$ cat config.mk
export PLATFORM = sky130hd
export DESIGN_NAME = repetition_code_letter_decoder_flat
export DESIGN_NICKNAME = d
export VERILOG_FILES = /design/src/design/rcld_pkg.sv /design/src/design/rcld_if.sv /design/src/design/repetition_code_letter_decoder.sv /design/src/flat_wrapper.sv
export SDC_FILE = /design/constraint.sdc
export NUM_CORES = 1
export LEC_CHECK = 0
export ABC_AREA = 1
export BUFFER_PORTS_ARGS = -buffer_cell sky130_fd_sc_hd__buf_2
export CORE_MARGIN = 5
export CORE_UTILIZATION = 29
export DETAILED_ROUTE_END_ITERATION = 8
export HOLD_SLACK_MARGIN = 0.08
export PLACE_DENSITY_LB_ADDON = 0.15
export SYNTH_ARGS = -nofsm -noshare
export SYNTH_HDL_FRONTEND = slang
export SYNTH_SLANG_ARGS = --single-unit
$ cat constraint.sdc
create_clock -name i_clk -period 7.3 [get_ports i_clk]
set_input_delay 0.73 -clock i_clk [delete_from_list [all_inputs] [get_ports i_clk]]
set_output_delay 0.73 -clock i_clk [all_outputs]
set_load 0.01 [all_outputs]
$ cat src/design/rcld_pkg.sv
// constants, defaults and helper functions of the repetition code letter decoder
// no dependencies; used by the channel interfaces and the decoder
package rcld_pkg;

    localparam int WORD_W           = 64;
    localparam int CHAR_W           = 7;
    localparam int INDEX_BITS       = 5;
    localparam int MAX_DISTANCE     = 4;
    localparam int KEPT_BITS        = 63;
    localparam int LETTER_BASE      = 97;
    localparam int UNKNOWN_CODE     = 63;
    localparam int DEF_REPEAT       = 9;
    localparam int DEF_SYMBOL_COUNT = 26;

    // number of bits of group i that fall below the top kept bit position
    function automatic int grp_len(input int i, input int repeat_n);
        int lo;
        int n;
        lo = i * repeat_n;
        n  = KEPT_BITS - lo;
        if (n < 0) begin
            n = 0;
        end
        if (n > repeat_n) begin
            n = repeat_n;
        end
        return n;
    endfunction

    // lowest word bit that must be clear for a match
    function automatic int valid_limit(input int repeat_n);
        int lim;
        lim = INDEX_BITS * repeat_n;
        if (lim > KEPT_BITS) begin
            lim = KEPT_BITS;
        end
        return lim;
    endfunction

endpackage

$ cat src/design/rcld_if.sv
// valid/ready channel interfaces for received words and decoded letters
// depends on rcld_pkg for the field widths
interface rcld_in_if import rcld_pkg::*; ();
    logic                     valid;
    logic                     ready;
    logic signed [WORD_W-1:0] received_word;

    modport source (output valid, output received_word, input ready);
    modport sink   (input valid, input received_word, output ready);
endinterface

interface rcld_out_if import rcld_pkg::*; ();
    logic              valid;
    logic              ready;
    logic              matched;
    logic [CHAR_W-1:0] char_code;

    modport source (output valid, output matched, output char_code, input ready);
    modport sink   (input valid, input matched, input char_code, output ready);
endinterface

$ cat src/design/repetition_code_letter_decoder.sv
// throughput: one item per cycle; the three stages (group counts, letter distances,
//   highest-letter select) advance together and hold while the output is stalled
// reset: synchronous active low, clears the stage valid bits only
// depends on rcld_pkg and the channel interfaces in rcld_if.sv
module repetition_code_letter_decoder import rcld_pkg::*; #(
    parameter int REPEAT       = DEF_REPEAT,
    parameter int SYMBOL_COUNT = DEF_SYMBOL_COUNT
) (
    input  logic       i_clk,
    input  logic       i_rst_n,
    rcld_in_if.sink    i_word,
    rcld_out_if.source o_result
);

    localparam int CNT_W   = $clog2(REPEAT + 1);
    localparam int DIST_W  = $clog2(INDEX_BITS * REPEAT + 1);
    localparam int VLIM    = valid_limit(REPEAT);
    localparam int SYM_W   = (SYMBOL_COUNT > 1) ? $clog2(SYMBOL_COUNT) : 1;

    typedef logic [CNT_W-1:0] t_cnt;

    // pipeline advances unless a finished result is held back
    logic w_adv;
    assign w_adv        = !o_result.valid || o_result.ready;
    assign i_word.ready = w_adv;

    // stage 1: ones count per group and out-of-range flag
    logic                    r_v1;
    t_cnt [INDEX_BITS-1:0]   r_cnt1, n_cnt1;
    logic                    r_oor1, n_oor1;

    always_comb begin
        int pos;
        n_oor1 = 1'b0;
        for (int b = VLIM; b < WORD_W; b++) begin
            n_oor1 = n_oor1 | i_word.received_word[b];
        end
        for (int i = 0; i < INDEX_BITS; i++) begin
            n_cnt1[i] = '0;
            for (int k = 0; k < REPEAT; k++) begin
                pos = i * REPEAT + k;
                if (pos < KEPT_BITS) begin
                    n_cnt1[i] = n_cnt1[i] + t_cnt'(i_word.received_word[pos]);
                end
            end
        end
    end

    always_ff @(posedge i_clk) begin
        if (!i_rst_n) begin
            r_v1 <= 1'b0;
        end else if (w_adv) begin
            r_v1 <= i_word.valid;
        end
        if (w_adv) begin
            r_cnt1 <= n_cnt1;
            r_oor1 <= n_oor1;
        end
    end

    // stage 2: distance to every letter codeword, compared against the limit
    logic                    r_v2;
    logic [SYMBOL_COUNT-1:0] r_hit2, n_hit2;

    always_comb begin
        logic [DIST_W-1:0] d;
        for (int r = 0; r < SYMBOL_COUNT; r++) begin
            d = '0;
            for (int i = 0; i < INDEX_BITS; i++) begin
                if (((r >> i) & 1) != 0) begin
                    d = d + DIST_W'(grp_len(i, REPEAT)) - DIST_W'(r_cnt1[i]);
                end else begin
                    d = d + DIST_W'(r_cnt1[i]);
                end
            end
            n_hit2[r] = !r_oor1 && (d <= DIST_W'(MAX_DISTANCE));
        end
    end

    always_ff @(posedge i_clk) begin
        if (!i_rst_n) begin
            r_v2 <= 1'b0;
        end else if (w_adv) begin
            r_v2 <= r_v1;
        end
        if (w_adv) begin
            r_hit2 <= n_hit2;
        end
    end

    // stage 3: highest matching letter wins, result register
    logic              r_v3;
    logic              r_matched3, n_matched3;
    logic [CHAR_W-1:0] r_char3, n_char3;

    always_comb begin
        logic [SYM_W-1:0] letter;
        logic [7:0]       code;
        letter     = '0;
        n_matched3 = 1'b0;
        for (int r = 0; r < SYMBOL_COUNT; r++) begin
            if (r_hit2[r]) begin
                n_matched3 = 1'b1;
                letter     = SYM_W'(r);
            end
        end
        code    = 8'(LETTER_BASE) + 8'(letter);
        n_char3 = n_matched3 ? code[CHAR_W-1:0] : CHAR_W'(UNKNOWN_CODE);
    end

    always_ff @(posedge i_clk) begin
        if (!i_rst_n) begin
            r_v3 <= 1'b0;
        end else if (w_adv) begin
            r_v3 <= r_v2;
        end
        if (w_adv) begin
            r_matched3 <= n_matched3;
            r_char3    <= n_char3;
        end
    end

    assign o_result.valid     = r_v3;
    assign o_result.matched   = r_matched3;
    assign o_result.char_code = r_char3;

    // an out-of-range word never yields a letter hit
    a_oor_no_hit: assert property (@(posedge i_clk) disable iff (!i_rst_n)
        (r_v1 && r_oor1 && w_adv) |=> (r_hit2 == '0))
        else $error("out-of-range word produced a letter hit");

    // an unmatched result always carries the unknown code
    a_unknown_code: assert property (@(posedge i_clk) disable iff (!i_rst_n)
        (r_v3 && !r_matched3) |-> (r_char3 == CHAR_W'(UNKNOWN_CODE)))
        else $error("unmatched result without unknown code");

    // a matched result never carries the unknown code
    a_match_code: assert property (@(posedge i_clk) disable iff (!i_rst_n)
        (r_v3 && r_matched3) |-> (r_char3 != CHAR_W'(UNKNOWN_CODE)))
        else $error("matched result carries unknown code");

    // a held stage keeps its valid bit while the output stalls
    a_hold: assert property (@(posedge i_clk) disable iff (!i_rst_n)
        (!w_adv) |=> ($stable(r_v2) && $stable(r_v1)))
        else $error("pipeline moved during a stall");

endmodule
$ cat src/flat_wrapper.sv
// flat-port wrapper written by rule: the top's interface ports become plain ports
module repetition_code_letter_decoder_flat import rcld_pkg::*;
#(
    parameter int REPEAT       = DEF_REPEAT,
    parameter int SYMBOL_COUNT = DEF_SYMBOL_COUNT
)
  (i_clk, i_rst_n, i_word_valid, i_word_received_word, i_word_ready, o_result_valid, o_result_matched, o_result_char_code, o_result_ready);
  rcld_in_if i_word_i ();
  rcld_out_if o_result_i ();
  input  logic i_clk;
  input  logic i_rst_n;
  input wire logic [$bits(i_word_i.valid)-1:0] i_word_valid;
  input wire logic [$bits(i_word_i.received_word)-1:0] i_word_received_word;
  output wire logic [$bits(i_word_i.ready)-1:0] i_word_ready;
  output wire logic [$bits(o_result_i.valid)-1:0] o_result_valid;
  output wire logic [$bits(o_result_i.matched)-1:0] o_result_matched;
  output wire logic [$bits(o_result_i.char_code)-1:0] o_result_char_code;
  input wire logic [$bits(o_result_i.ready)-1:0] o_result_ready;
  assign i_word_i.valid = i_word_valid;
  assign i_word_i.received_word = i_word_received_word;
  assign i_word_ready = i_word_i.ready;
  assign o_result_valid = o_result_i.valid;
  assign o_result_matched = o_result_i.matched;
  assign o_result_char_code = o_result_i.char_code;
  assign o_result_i.ready = o_result_ready;
  repetition_code_letter_decoder #(.REPEAT(REPEAT), .SYMBOL_COUNT(SYMBOL_COUNT)) u_core (.i_clk(i_clk), .i_rst_n(i_rst_n), .i_word(i_word_i), .o_result(o_result_i));
endmodule
==> out/metrics.cfg, run 1 <==
[synthesis]
synth_top_family_by_area = adder cells
synth_area_leaders = ha_1, fa_1, edfxtp_1, inv_1, xor2_1
synth.net_count = 1943
avgSynthCellArea_um2 = 8.61
synth_top_area_cell = ha_1
syn_inst = 1474
ys.flop_type = edfxtp_1
ys_seq_area_share_pct = 13.5
synth.cell_area_um2 = 12700
yosys_register_bits = 58
synth_xor_area_share_pct = 11.0
synthMuxAreaShare_pct = 0.453
synth-simple-area-share_pct = 10.8
ys_types = 51
synthAdderAreaFrac_pct = 45.1
synth_edf_count = 55
synth_warnings = 0
yosysTopAreaCellShare_pct = 30.3
async_flop_share_pct = 0
synth_compound_area_share_pct = 8.84

[clocking]
cts_made_buffers = 9
h-tree-depth = 3
cts_tree = yes
ctsLongestPathBuffers = 2
cts-resized-gates = 0
hold_buffers = 0
postCtsSetupBuffers = 0
cts_root_buffer = clkbuf_16
clk-insertion-delay-late_ps = 360
clk_pin_slew_ps = 60
cts.sinks = 58

[worst_setup_path]
r2r_slack_ps = 1770
arrival_ps = 5680
r2r-start = u_core.r_cnt1[1]
crit_chain = clkinv_2, ha_1, ha_1, inv_2, a21oi_1, nand2_1, or2_2, nand2_1, inv_1, ha_1, ha_1, xor2_1, ha_1, fa_1, ha_1, a21oi_1, nor2_1, nor2_1, xnor2_1, xor2_1, xor2_1, nand3_1, a2111oi_0
critPathMaxStageDelay_ps = 530
crit_path_end_kind = flip-flop
r2r_end = u_core.r_hit2[13]
cpMostUsedCell = ha_1
reg2regPathDepth = 23
slowest_stage = edfxtp_1
critPathKind = flip-flop to flip-flop
worstPathRequired_ps = 7440
path_buf_inv = 3
critPathTopFamily = adder cells
crit_path_start_kind = flip-flop
cp_max_fo = 6

[routing]
wl_per_cell_um = 14.5
vias = 9334
finalWirelength_um = 31300
drt-pass1-iter-count = 5
drcViolationCount = 0
dr.first_iter.drc_count = 360
vias_per_cell = 4.33
ant_nets = 0

[timing]
rsz0062_at_grt = no
tightest_slew_ps = 863
slew_headroom_pct = 42.5
slew_violations = 0
layout_setup_ws_ps = 1770
max_freq_mhz = 181
fin_crit_ps = 5530
skew_ps = 10.5
setup_viol = 0
setup_tns_ps = 0
period_share_pct = 75.8
hold_violations = 0

[finish]
synthToLayoutAreaGrowth_pct = 11.7
finalNetCount = 2037
diodes = 0
fillers = 4592
drive_gt1_share_pct = 8.39

[grt]
grt_overflow = 0
grt_pass1_wl_um = 51100
grt_pass1_vias = 9675
antenna_found_initial = 0
grt_start_max_net_pins = 58
gr-usage-all-layers_pct = 13.6

[min_path]
worstHoldStart = u_core.r_v2
worstHoldEndpoint = u_core.r_v2
holdCritPathClass = flip-flop to flip-flop
hold_depth = 2

[floorplanning]
die-area_um2 = 48100
die_x_um = 219
die_y_um = 219
core_area_um2 = 43200
io_pins = 78
initial_core_util_pct = 29.4
rows = 76

[run]
timing.max_cap.violations = 0

[place]
gp_congestion = 0.795
numPortBuffers = 77
dp_slack_ps = 1760
hpwl_um = 26100

[run_status]
status = complete, no violations

## routing by layer
layer	vias up	track usage, %	wire, µm
met1	4290	18.2	14800
li1	4906	-	-
met2	123	23.4	14700
met4	0	2.70	420
met3	15	2.23	1270
met5	-	0	0
## placed cells by master, fill, tap and decap left out, drive strengths merged, types with 8 or more instances in the layout
cell      n
edfxtp   55
nor2     58
xor2     96
o21ai    61
clkbuf    9
inv     345
or2       8
fa       94
xnor2    56
nand3    61
a21oi   107
nor4     19
ha      307
nand2   144
buf      85
## worst max-delay path by stage
stage                           from  slack [ps]                end  depth (start not counted)
floorplan           u_core.r_cnt1[1]        2170  u_core.r_hit2[13]                         23
global placement    u_core.r_cnt1[1]        1840  u_core.r_hit2[13]                         23
detailed placement  u_core.r_cnt1[1]        1760  u_core.r_hit2[13]                         23
CTS                 u_core.r_cnt1[1]        1720  u_core.r_hit2[13]                         23
global route        u_core.r_cnt1[1]        1320  u_core.r_hit2[13]                         23
finish              u_core.r_cnt1[1]        1770  u_core.r_hit2[13]                         23
## tightest hold or removal path, cell delays in order (launching register included)
cell     delay [ps]
dfxtp_1         310
inv_1            50
a21oi_1          50
## final cells by class
type / count / area [µm²] / area share, %
well taps: 585 / 732 / 5.16
clock inverters: 7 / 83.8 / 0.591
multi-input cells: 1067 / 9670 / 68.2
inverters: 347 / 1300 / 9.20
clock buffers: 9 / 225 / 1.59
flip-flops and latches: 58 / 1710 / 12.1
repair buffers: 85 / 445 / 3.14
## cell families (layout without fill, tap and decap cells)
| group | count (synthesis) | count (layout) |
|---|---|---|
| adders and majority gates | 401 | 401 |
| xor gates and xnor gates | 152 | 152 |
| buffers and inverters | 349 | 448 |
| DFF | 58 | 58 |
| muxes | 5 | 5 |
| and+or+nand+nor | 307 | 307 |
| other | 1 | 1 |
| AOI/OAI and AO/OA | 201 | 201 |
## state kept, by name (all words and copies together), names as in the netlist
signal,cells
u_core.r_v1,1
u_core.r_cnt1,20
u_core.r_oor1,1
u_core.o_result.matched,1
u_core.o_result.valid,1
u_core.r_v2,1
u_core.o_result.char_code,7
u_core.r_hit2,26
## through the flow
stage	cell area [µm²]	std cells	util (%)	hold WS, ps
after global placement	13900	2142	32.1	436
after floorplan	12700	1474	-	423
after CTS	14200	2158	32.8	454
after global routing	14200	2158	32.8	496
final	14200	2158	32.8	455
after detailed placement	13900	2142	32.1	446
## synthesized netlist by cell type (5+ instances only)
cell type and count:
a21oi_1 106, inv_2 7, nand3_1 61, inv_1 338
ha_1 307, o2111ai_1 5, xor2_1 93, nor2_1 57
edfxtp_1 55, fa_1 94, o21ai_0 54, or2_2 7
o21a_1 5, o21ai_1 6, nand2_1 142, xnor2_1 52
nor4_1 16
Power of run 1 is left out: the tool's default activity adds up to more than one toggle a clock period on the data nets, which glitch-free logic cannot reach.
==> run 2: changes to the inputs <==
==> constraint.sdc (replaced) <==
create_clock -name i_clk -period 5 [get_ports i_clk]
set_input_delay 0.5 -clock i_clk [delete_from_list [all_inputs] [get_ports i_clk]]
set_output_delay 0.5 -clock i_clk [all_outputs]
set_load 0.01 [all_outputs]
==> out/metrics.cfg, run 2 (synthesis results as in run 1) <==
[place]
placedCellCount = 2220
gp_congestion = 0.808
hpwl_um = 27000
numPortBuffers = 77
place_area_um2 = 14500
dp_slack_ps = -96.8

[timing]
slew_headroom_pct = 12.2
layout_setup_ws_ps = 184
tightest_slew_ps = 1320
rsz0062_at_grt = yes
skew_ps = 12.6
worst_hold_slack_ps = 375
slew_violations = 0
setup_viol = 0
max_freq_mhz = 208
hold_violations = 0
fin_crit_ps = 4820
period_share_pct = 96.3

[floorplanning]
rows = 76
die_y_um = 219
die_x_um = 219
core_area_um2 = 43200
io_pins = 78
die-area_um2 = 48100
initial_core_util_pct = 29.4

[routing]
finalWirelength_um = 32100
drcViolationCount = 0
drt-pass1-iter-count = 4
vias_per_cell = 4.28
met3_length_um = 991
vias = 9619
wl_per_cell_um = 14.3
ant_nets = 0
met2_length_um = 15400
dr.first_iter.drc_count = 291
drt-met1-wl_um = 15200
top_layer = met4

[worst_setup_path]
crit_path_start_kind = flip-flop
worstPathRequired_ps = 5170
arrival_ps = 4980
critPathKind = flip-flop to flip-flop
cp_max_fo = 4
crit_path_end_kind = flip-flop

[grt]
grt_pass1_vias = 9844
gr-usage-all-layers_pct = 13.7
grt_start_max_net_pins = 48
grt_overflow = 0
grt_pass1_wl_um = 51700
antenna_found_initial = 0

[finish]
mostFrequentLayoutCell = inv_1
fillers = 4480
finalNetCount = 2128
finish.instance_area_um2 = 15500
final_cell_mix = inv_1, ha_1, nand2_1
drive_gt1_share_pct = 18.4
diodes = 0
largest_reg_flops = 26
synthToLayoutAreaGrowth_pct = 22.1
top_register = u_core.r_hit2
ff_latch_area_um2 = 1710
final_cells = 2249
multiInputGateArea_um2 = 10300

[clocking]
h-tree-depth = 3
clk_pin_slew_ps = 70
clk-insertion-delay-late_ps = 360
cts.sinks = 58
ctsLongestPathBuffers = 2
cts_made_buffers = 9
cts_root_buffer = clkbuf_16
cts_tree = yes

[run_status]
status = complete, no violations

[min_path]
holdCritPathClass = input pin to flip-flop

[run]
timing.max_cap.violations = 0

==> run 2: changes by cell type in the layout (fill, tap and decap cells not counted), moves of 8 or more <==
cell,delta
buf_4,+91
ha_1,-34
ha_4,+26
xor2_1,-16
xor2_2,+15
fa_1,-9
fa_2,+9
o21ai_0,-9
ha_2,+8
o21ai_2,+8
==> run 2: final cells by class <==
cell class                      count  share of cell area [%]
Tap cell                          585                    4.72
Multi-Input combinational cell   1067                    66.3
Clock buffer                        9                    1.45
Inverter                          347                    8.41
Sequential cell                    58                    11.0
Clock inverter                      7                   0.807
Timing Repair Buffer              176                    7.28
==> run 2: metrics by stage <==
step | utilization (%) | setup TNS [ps]
3_5_place_dp | 33.5 | -359
3_3_place_gp | 33.5 | -245
5_1_grt | 35.9 | -157
4_1_cts | 34.5 | 0
2_1_floorplan | - | 0
6_report | 35.9 | 0
==> run 2: path summary, 6_finish.rpt <==
path	from	to	slack, ps	depth (start not counted)
worst max-delay path	u_core.r_cnt1[0]	u_core.r_hit2[13]	180	18
worst min-delay path	i_rst_n	u_core.o_result.valid	370	2
worst max register to register	u_core.r_cnt1[0]	u_core.r_hit2[13]	180	18
worst min register to register	u_core.r_v2	u_core.r_v2	440	2
==> run 2: what timing repair did <==
item / CTS / global route
setup endpoints to repair: 9 / 22
pin swaps: 3 / 27
hold buffers: 0 / 0
setup buffers: 2 / 11
gates resized for setup: 11 / 82
==> run 2: metal layers <==
metal / global-route usage, % / up-vias
met1: 18.0 / 4403
met2: 23.9 / 119
met5: 0 / -
met3: 1.96 / 25
met4: 3.14 / 0
li1: - / 5072
==> run 2: critical path, cell delays in order (launching register included) <==
cell and delay [ps]:
edfxtp_1 450, inv_1 100, ha_2 220, fa_2 600, ha_1 260, ha_2 220
fa_2 370, xor2_2 170, ha_1 320, fa_1 510, ha_1 300, a21oi_1 120
nor2_1 50, nor2_1 110, xnor2_1 150, xor2_1 190, xor2_1 160, nand3_1 100
a2111oi_2 230
Power of run 2 is left out for the same reason.
